==> src/design/assert_macros.svh <==
// ---------------------------------------------------------------------------
// assertion macros
// shared concurrent assertion forms, sampled on clk, off during reset
// ---------------------------------------------------------------------------
`ifndef ASSERT_MACROS_SVH
`define ASSERT_MACROS_SVH

// same-cycle implication
`define SVMD_ASSERT_NOW(lbl, ante, cons, msg) \
	lbl: assert property (@(posedge clk) disable iff (!arst_n) (ante) |-> (cons)) \
		else $error(msg);

// next-cycle implication
`define SVMD_ASSERT_NEXT(lbl, ante, cons, msg) \
	lbl: assert property (@(posedge clk) disable iff (!arst_n) (ante) |=> (cons)) \
		else $error(msg);

`endif

==> src/design/svmd_pkg.sv <==
// ---------------------------------------------------------------------------
// svmd_pkg
// types, action codes and glyph tables of the seven-segment meter display
// ---------------------------------------------------------------------------
`timescale 1ns / 1ps

package svmd_pkg;

	localparam int DIGIT_COUNT = 6;
	localparam int GLYPH_COUNT = 28;

	localparam logic [2:0] ACT_TICK = 3'd0;
	localparam logic [2:0] ACT_VOLT = 3'd1;
	localparam logic [2:0] ACT_VSET = 3'd2;
	localparam logic [2:0] ACT_CURR = 3'd3;
	localparam logic [2:0] ACT_MODE = 3'd4;

	localparam logic [15:0] CURR_MAX  = 16'd999;
	localparam logic [15:0] LONG_MIN  = 16'd1000;
	localparam logic [4:0]  POINT_OFS = 5'd10;

	typedef logic [4:0] glyph_t;
	typedef logic [2:0] scan_t;

	typedef struct packed {
		logic [2:0]  action;
		logic [12:0] tens;
		logic [3:0]  units;
		logic        long_fmt;
		logic [2:0]  mode;
		logic        mode_ok;
	} prep_t;

	typedef struct packed {
		logic   wr_front;
		logic   wr_back;
		glyph_t g0;
		glyph_t g1;
		glyph_t g2;
	} upd_t;

	// exact value / 10 for any 16-bit value
	function automatic logic [12:0] div10(input logic [15:0] x);
		logic [31:0] p;
		p = {16'd0, x} * 32'd52429;
		return p[31:19];
	endfunction

	function automatic logic [7:0] glyph_seg(input glyph_t g);
		logic [7:0] s;
		case (g)
			5'd0:    s = 8'h3f;
			5'd1:    s = 8'h06;
			5'd2:    s = 8'h5b;
			5'd3:    s = 8'h4f;
			5'd4:    s = 8'h66;
			5'd5:    s = 8'h6d;
			5'd6:    s = 8'h7d;
			5'd7:    s = 8'h07;
			5'd8:    s = 8'h7f;
			5'd9:    s = 8'h6f;
			5'd10:   s = 8'hbf;
			5'd11:   s = 8'h86;
			5'd12:   s = 8'hdb;
			5'd13:   s = 8'hcf;
			5'd14:   s = 8'he6;
			5'd15:   s = 8'hed;
			5'd16:   s = 8'hfd;
			5'd17:   s = 8'h87;
			5'd18:   s = 8'hff;
			5'd19:   s = 8'hef;
			5'd20:   s = 8'hf7;
			5'd21:   s = 8'hf1;
			5'd22:   s = 8'h58;
			5'd23:   s = 8'h39;
			5'd24:   s = 8'h1c;
			5'd25:   s = 8'h3e;
			5'd26:   s = 8'hf8;
			5'd27:   s = 8'h40;
			default: s = 8'h00;
		endcase
		return s;
	endfunction

	// three glyphs of a mode word, first digit in the low bits
	function automatic logic [14:0] mode_word(input logic [2:0] m);
		logic [14:0] w;
		case (m)
			3'd0:    w = {5'd27, 5'd24, 5'd26};
			3'd1:    w = {5'd27, 5'd22, 5'd26};
			3'd2:    w = {5'd15, 5'd25, 5'd23};
			3'd3:    w = {5'd21, 5'd25, 5'd23};
			3'd4:    w = {5'd5, 5'd10, 5'd23};
			3'd5:    w = {5'd5, 5'd11, 5'd23};
			default: w = '0;
		endcase
		return w;
	endfunction

endpackage

==> src/design/seven_segment_meter_display.sv <==
// a tick item's result is valid once the item has passed the s1 and s2 registers and then the output register
// throughput: one item per cycle, limited only by the output stall of tick results
// update items give no result and change the glyphs seen by every later tick
// reset: glyphs 1 to 6, scan at digit 0, pipeline and output empty
// ---------------------------------------------------------------------------
// seven_segment_meter_display
// six-digit multiplexed seven-segment meter display driver
// ---------------------------------------------------------------------------
`timescale 1ns / 1ps
`include "assert_macros.svh"

module seven_segment_meter_display (
	input  logic        clk,
	input  logic        arst_n,
	input  logic        s_tvalid,
	output logic        s_tready,
	input  logic [15:0] s_tdata,  // value[15:0]
	input  logic [2:0]  s_tuser,  // action[2:0]
	output logic        m_tvalid,
	input  logic        m_tready,
	output logic [15:0] m_tdata   // segments[7:0], digit_enable_n[13:8], zero[15:14]
);

	logic            valid_s1;
	logic [2:0]      action_s1;
	logic [15:0]     value_s1;
	logic            valid_s2;
	svmd_pkg::prep_t prep_s2;
	svmd_pkg::prep_t prep;
	svmd_pkg::upd_t  upd;
	logic            out_free;
	logic            tick_s2;
	logic            fire_s2;
	logic            ready_s2;
	logic            fire_s1;
	logic            in_fire;
	logic [7:0]      segments;
	logic [5:0]      digit_enable_n;

	assign tick_s2  = prep_s2.action == svmd_pkg::ACT_TICK;
	assign fire_s2  = valid_s2 && (!tick_s2 || out_free);
	assign ready_s2 = !valid_s2 || fire_s2;
	assign fire_s1  = valid_s1 && ready_s2;
	assign s_tready = !valid_s1 || fire_s1;
	assign in_fire  = s_tvalid && s_tready;

	always_ff @(posedge clk or negedge arst_n) begin
		if (!arst_n) begin
			valid_s1 <= 1'b0;
			valid_s2 <= 1'b0;
		end else begin
			if (s_tready) begin
				valid_s1 <= s_tvalid;
			end
			if (ready_s2) begin
				valid_s2 <= fire_s1;
			end
		end
	end

	always_ff @(posedge clk) begin
		if (in_fire) begin
			action_s1 <= s_tuser;
			value_s1  <= s_tdata;
		end
		if (fire_s1) begin
			prep_s2 <= prep;
		end
	end

	svmd_prep u_prep (
		.action (action_s1),
		.value  (value_s1),
		.prep   (prep)
	);

	svmd_digits u_digits (
		.prep (prep_s2),
		.upd  (upd)
	);

	svmd_scan u_scan (
		.clk            (clk),
		.arst_n         (arst_n),
		.fire           (fire_s2),
		.tick           (tick_s2),
		.upd            (upd),
		.out_ready      (m_tready),
		.out_valid      (m_tvalid),
		.segments       (segments),
		.digit_enable_n (digit_enable_n),
		.out_free       (out_free)
	);

	assign m_tdata = {2'b00, digit_enable_n, segments};

	`SVMD_ASSERT_NOW(a_one_digit, m_tvalid, $onehot(~m_tdata[13:8]), "digit select not one-hot")
	`SVMD_ASSERT_NEXT(a_s2_hold, valid_s2 && !fire_s2, valid_s2 && $stable(prep_s2), "stalled item lost")
	`SVMD_ASSERT_NEXT(a_tick_out, fire_s2 && tick_s2, m_tvalid, "tick gave no result")

endmodule

==> src/design/svmd_prep.sv <==
// ---------------------------------------------------------------------------
// svmd_prep
// first stage: saturation, divide by ten, voltage rounding, mode decode
// ---------------------------------------------------------------------------
`timescale 1ns / 1ps

module svmd_prep (
	input  logic [2:0]      action,
	input  logic [15:0]     value,
	output svmd_pkg::prep_t prep
);

	logic [15:0] v;
	logic [12:0] q0;
	logic [3:0]  r;
	logic        voltage;
	logic        long_fmt;

	assign voltage = (action == svmd_pkg::ACT_VOLT) || (action == svmd_pkg::ACT_VSET);
	assign v = ((action == svmd_pkg::ACT_CURR) && (value > svmd_pkg::CURR_MAX))
		? svmd_pkg::CURR_MAX : value;
	assign q0 = svmd_pkg::div10(v);
	assign r = 4'(v - 16'(q0) * 16'd10);
	assign long_fmt = voltage && (value >= svmd_pkg::LONG_MIN);

	always_comb begin
		prep.action   = action;
		// round up by ten keeps units, bumps the tens quotient
		prep.tens     = q0 + 13'((long_fmt && (r > 4'd5)) ? 1 : 0);
		prep.units    = r;
		prep.long_fmt = long_fmt;
		prep.mode     = value[2:0];
		prep.mode_ok  = value < 16'd6;
	end

endmodule

==> src/design/svmd_digits.sv <==
// ---------------------------------------------------------------------------
// svmd_digits
// second stage: decimal digits of the tens quotient and glyph word select
// ---------------------------------------------------------------------------
`timescale 1ns / 1ps

module svmd_digits (
	input  svmd_pkg::prep_t prep,
	output svmd_pkg::upd_t  upd
);

	logic [28:0] p2;
	logic [25:0] p3;
	logic [28:0] p4;
	logic [9:0]  q2;
	logic [6:0]  q3;
	logic [3:0]  q4;
	logic [3:0]  d_tens;
	logic [3:0]  d_hund;
	logic [3:0]  d_thou;
	logic [14:0] word_short;
	logic [14:0] word_long;
	logic [14:0] word_mode;

	// reciprocal multiplies, exact for the 13-bit range
	assign p2 = 29'(prep.tens) * 29'd52429;
	assign p3 = 26'(prep.tens) * 26'd5243;
	assign p4 = 29'(prep.tens) * 29'd33555;
	assign q2 = p2[28:19];
	assign q3 = p3[25:19];
	assign q4 = p4[28:25];

	assign d_tens = 4'(prep.tens - 13'(q2) * 13'd10);
	assign d_hund = 4'(q2 - 10'(q3) * 10'd10);
	assign d_thou = 4'(q3 - 7'(q4) * 7'd10);

	assign word_short = {5'(prep.units), 5'(d_tens), 5'(d_hund) + svmd_pkg::POINT_OFS};
	assign word_long  = {5'(d_tens), 5'(d_hund) + svmd_pkg::POINT_OFS, 5'(d_thou)};
	assign word_mode  = svmd_pkg::mode_word(prep.mode);

	always_comb begin
		logic [14:0] w;
		w = word_short;
		upd.wr_front = 1'b0;
		upd.wr_back  = 1'b0;
		case (prep.action)
			svmd_pkg::ACT_VOLT: begin
				upd.wr_front = 1'b1;
				w = prep.long_fmt ? word_long : word_short;
			end
			svmd_pkg::ACT_VSET: begin
				upd.wr_back = 1'b1;
				w = prep.long_fmt ? word_long : word_short;
			end
			svmd_pkg::ACT_CURR: begin
				upd.wr_back = 1'b1;
			end
			svmd_pkg::ACT_MODE: begin
				upd.wr_front = prep.mode_ok;
				w = word_mode;
			end
			default: begin
				w = word_short;
			end
		endcase
		upd.g0 = w[4:0];
		upd.g1 = w[9:5];
		upd.g2 = w[14:10];
	end

endmodule

==> src/design/svmd_scan.sv <==
// ---------------------------------------------------------------------------
// svmd_scan
// glyph store, digit scan and the registered segment output
// ---------------------------------------------------------------------------
`timescale 1ns / 1ps

module svmd_scan (
	input  logic           clk,
	input  logic           arst_n,
	input  logic           fire,
	input  logic           tick,
	input  svmd_pkg::upd_t upd,
	input  logic           out_ready,
	output logic           out_valid,
	output logic [7:0]     segments,
	output logic [5:0]     digit_enable_n,
	output logic           out_free
);

	svmd_pkg::glyph_t store_q [svmd_pkg::DIGIT_COUNT];
	svmd_pkg::scan_t  scan_q;
	svmd_pkg::scan_t  pos;
	svmd_pkg::scan_t  pos_next;
	logic             out_valid_q;
	logic [7:0]       seg_q;
	logic [5:0]       en_n_q;

	assign pos = (scan_q >= 3'(svmd_pkg::DIGIT_COUNT)) ? 3'd0 : scan_q;
	assign pos_next = (pos == 3'(svmd_pkg::DIGIT_COUNT - 1)) ? 3'd0 : pos + 3'd1;
	assign out_free = !out_valid_q || out_ready;

	always_ff @(posedge clk or negedge arst_n) begin
		if (!arst_n) begin
			for (int i = 0; i < svmd_pkg::DIGIT_COUNT; i++) begin
				store_q[i] <= 5'(i + 1);
			end
			scan_q      <= '0;
			out_valid_q <= 1'b0;
		end else begin
			if (fire && upd.wr_front) begin
				store_q[0] <= upd.g0;
				store_q[1] <= upd.g1;
				store_q[2] <= upd.g2;
			end
			if (fire && upd.wr_back) begin
				store_q[3] <= upd.g0;
				store_q[4] <= upd.g1;
				store_q[5] <= upd.g2;
			end
			if (fire && tick) begin
				scan_q      <= pos_next;
				out_valid_q <= 1'b1;
			end else if (out_ready) begin
				out_valid_q <= 1'b0;
			end
		end
	end

	always_ff @(posedge clk) begin
		if (fire && tick) begin
			seg_q  <= svmd_pkg::glyph_seg(store_q[pos]);
			en_n_q <= ~(6'd1 << pos);
		end
	end

	assign out_valid      = out_valid_q;
	assign segments       = seg_q;
	assign digit_enable_n = en_n_q;

endmodule
==> config.mk <==
export PLATFORM = sky130hd
export DESIGN_NAME = seven_segment_meter_display
export DESIGN_NICKNAME = d
export VERILOG_FILES = /design/src/design/svmd_pkg.sv /design/src/design/seven_segment_meter_display.sv /design/src/design/svmd_prep.sv /design/src/design/svmd_digits.sv /design/src/design/svmd_scan.sv
export VERILOG_INCLUDE_DIRS = /design/src /design/src/design
export SDC_FILE = /design/constraint.sdc
export NUM_CORES = 1
export LEC_CHECK = 0
export CAP_MARGIN = 0
export CORE_MARGIN = 5
export CORE_UTILIZATION = 61
export DETAILED_ROUTE_END_ITERATION = 10
export DONT_BUFFER_PORTS = 1
export GPL_TIMING_DRIVEN = 0
export PLACE_DENSITY = 0.87
export SLEW_MARGIN = 20
export SYNTH_ARGS = -nofsm -noshare
export SYNTH_HDL_FRONTEND = slang
export SYNTH_SLANG_ARGS = --single-unit
==> constraint.sdc <==
create_clock -name clk -period 11.2 [get_ports clk]
set_clock_uncertainty 0.15 [all_clocks]
set_input_delay 0.56 -clock clk [delete_from_list [all_inputs] [get_ports clk]]
set_output_delay 0.56 -clock clk [all_outputs]
set_load 0.1 [all_outputs]
==> summary.txt <==
I/O pin total = 41
RD Place Congestion = 1.00
Detail Route Antenna Nets = 0
Worst path max stage delay = 540 ps
top-area cell type share of the netlist area = 25.8%
hpwl dp = 31.5 mm
DR iter-0 viols = 971
Yosys reg bits = 94
DR vias/cell = 5.80
commonest non-fill, non-tap cell in the layout = inv_1
YS warnings = 0
met2 wire len = 18.7 mm
area delta synth->final = 4.56%
Final min period = 10,020 ps
CTS tree = built
Die Area = 0.0306 mm2
Fin Setup TNS = 0 ps
crit path DAT = 9960 ps
Max Root-Sink Buffers = 2
final setup fails = 0
CTS HTree Levels = 3
die width = 175 um
clk sinks = 94
Crit path top cell by count = fa_1
top cells by area, synth = ha_1, fa_1, edfxtp_1, inv_1, dfrtp_1
WL/cell = 18.2 um
Max-Slew Margin vs Limit = 30.6%
leading area contributor after synthesis = ha_1
slowest cell on the critical path = fa_1
largest net degree at the start of global routing = 37
Final Hold Vio Count = 0
Netlist cell types = 86
Max-cap violations = 0
Initial Util = 61.8%
outcome = complete, no violations
vias in the first global route = 12,500
Post-CTS Setup Inserts = 0
PortBufs = 0
DRC = 0
CP required = 11,140 ps
GRT Total Usage = 24.9%
Synth Flop Type = edfxtp_1
TritonRoute pass-1 iters = 5
critical path peak fanout = 10
number of flops mapped to enable cells by yosys = 58
Vias = 11,800
cell area after synthesis = 0.0166 mm2
Hold/Removal Path Class = in -> reg
Tcrit/Tclk final = 89.5%
Final Max Tran Viols = 0
initial antenna violation count = 0
Syn Inst Count = 1,682
total global routing overflow = 0
unrepaired setup endpoints after global routing = false
cts bufs inserted = 9
row cnt = 60
reg-to-reg setup timing slack = 1180 ps
WL final = 37.1 mm
Skew-Pair Late Insertion Delay = 350 ps
FFs w/ async S/R, synth = 38.3%
most frequent cells in the layout = inv_1, ha_1, fa_1
highest routing layer actually used = met4
critical path endpoint category = flip-flop
Critical Path Source Type = flip-flop
M1 wire length = 15.2 mm
Mean Syn Cell Area = 9.88 um2
Die Y = 175 um
Clock Tree Root = clkbuf_16
Placeable Area = 0.0269 mm2
Layout Nets = 2,273
layout cell share with drive strength beyond 1 = 4.00%
WL met3 = 2.21 mm
number of antenna diodes = 0
# fillers = 2,007
Crit Path Category = reg -> reg
clock-pin slew on the worst setup and hold paths = 70 ps
f_max = 0.0998 GHz
sequential area share after synthesis = 16.0%
first-pass GRT wire length = 61.8 mm
Tightest Pin Transition = 1040 ps
[logic make-up (layout without fill, tap and decap cells)]
family / Yosys count / count (layout) / share of synthesized area, %
other: 1 / 2 / 0.0226
muxes: 17 / 17 / 1.43
adders and majority gates: 554 / 554 / 51.3
and+or+nand+nor: 272 / 272 / 8.07
buffers and inverters: 454 / 472 / 10.4
AOI/OAI and AO/OA: 225 / 225 / 8.99
DFF: 94 / 94 / 16.0
xor gates and xnor gates: 65 / 65 / 3.82
[critical path, delay by kind of cell, from the launching register on]
family                   cells  cell delay [ps]
AO/OA/AOI/OAI                7             1610
XOR/XNOR                     5              810
adder cells (fa/ha/maj)     11             4280
buffers and inverters        7             1000
flip-flops                   1              420
AND/OR/NAND/NOR              7             1490
[path summary, 6_finish.rpt]
| check | startpoint | end | depth (start not counted) |
|---|---|---|---|
| min reg2reg | u_scan.store_q[2] | u_scan.store_q[2] | 2 |
| max reg2reg | value_s1[12] | prep_s2[21] | 37 |
| min in group asynchronous | arst_n | u_scan.store_q[11] | 2 |
| max | value_s1[12] | prep_s2[21] | 37 |
| min | s_tdata[14] | value_s1[14] | 0 |
| max in group asynchronous | arst_n | u_scan.store_q[12] | 2 |
[layout make-up]
class	count	area, um2	area share, %
Tap cell	341	427	2.46
Clock buffer	9	225	1.30
Inverter	427	1600	9.23
Clock inverter	7	72.6	0.418
Buffer	27	123	0.706
Multi-Input combinational cell	1135	12200	70.4
Sequential cell	94	2650	15.3
Timing Repair Buffer	2	30.0	0.173
[synth_stat cells (all sizes together) (4+ instances only)]
master / instances
dfrtp: 27
fa: 212
o22ai: 5
ha: 342
nand3: 23
edfxtp: 58
nor4: 5
o21ai: 47
a221oi: 5
and2: 12
nor2b: 6
o31ai: 5
a31oi: 9
nand4: 12
or2: 5
a21oi: 68
buf: 6
clkbuf: 21
nand2b: 16
nor2: 60
mux4: 5
xor2: 26
o21a: 10
a2111oi: 5
mux2i: 8
nor3: 17
a21o: 13
mux2: 4
xnor2: 37
o211ai: 14
dfstp: 9
a211oi: 10
nand2: 97
inv: 426
and3: 5
[sequential cells by signal, indices dropped and copies added (netlist names)]
name and cells:
u_scan.store_q 30, prep_s2 25, value_s1 16, u_scan.segments 8, u_scan.digit_enable_n 6, action_s1 3, u_scan.scan_q 3, u_scan.out_valid 1
valid_s1 1, valid_s2 1
[through the flow]
step | hold WS [ps] | cells | cell area [um2] | util (%) | worst slack (ps)
3_3_place_gp | 115 | 2024 | 17000 | 63.4 | 1490
3_5_place_dp | 115 | 2024 | 17000 | 63.4 | 1280
4_1_cts | 145 | 2042 | 17400 | 64.6 | 1270
6_report | 150 | 2042 | 17400 | 64.6 | 1180
5_1_grt | 141 | 2042 | 17400 | 64.6 | 551
2_1_floorplan | 114 | 1683 | 16600 | - | 2470
[metal layers]
metal / up-vias / track usage (%)
met2: 438 / 44.2
met1: 5787 / 32.3
met3: 97 / 3.12
li1: 5518 / -
met4: 0 / 6.84
met5: - / 0
[what timing repair did]
item / in CTS / in global routing
hold buffers: 2 / 0
endpoints found under the hold margin: 36 / 0
endpoints found under the setup margin: 0 / 0
gates resized for setup: 0 / 0
Power is not shown: default switching activity piles up to over one toggle a cycle in this logic, so the estimate is an artifact.
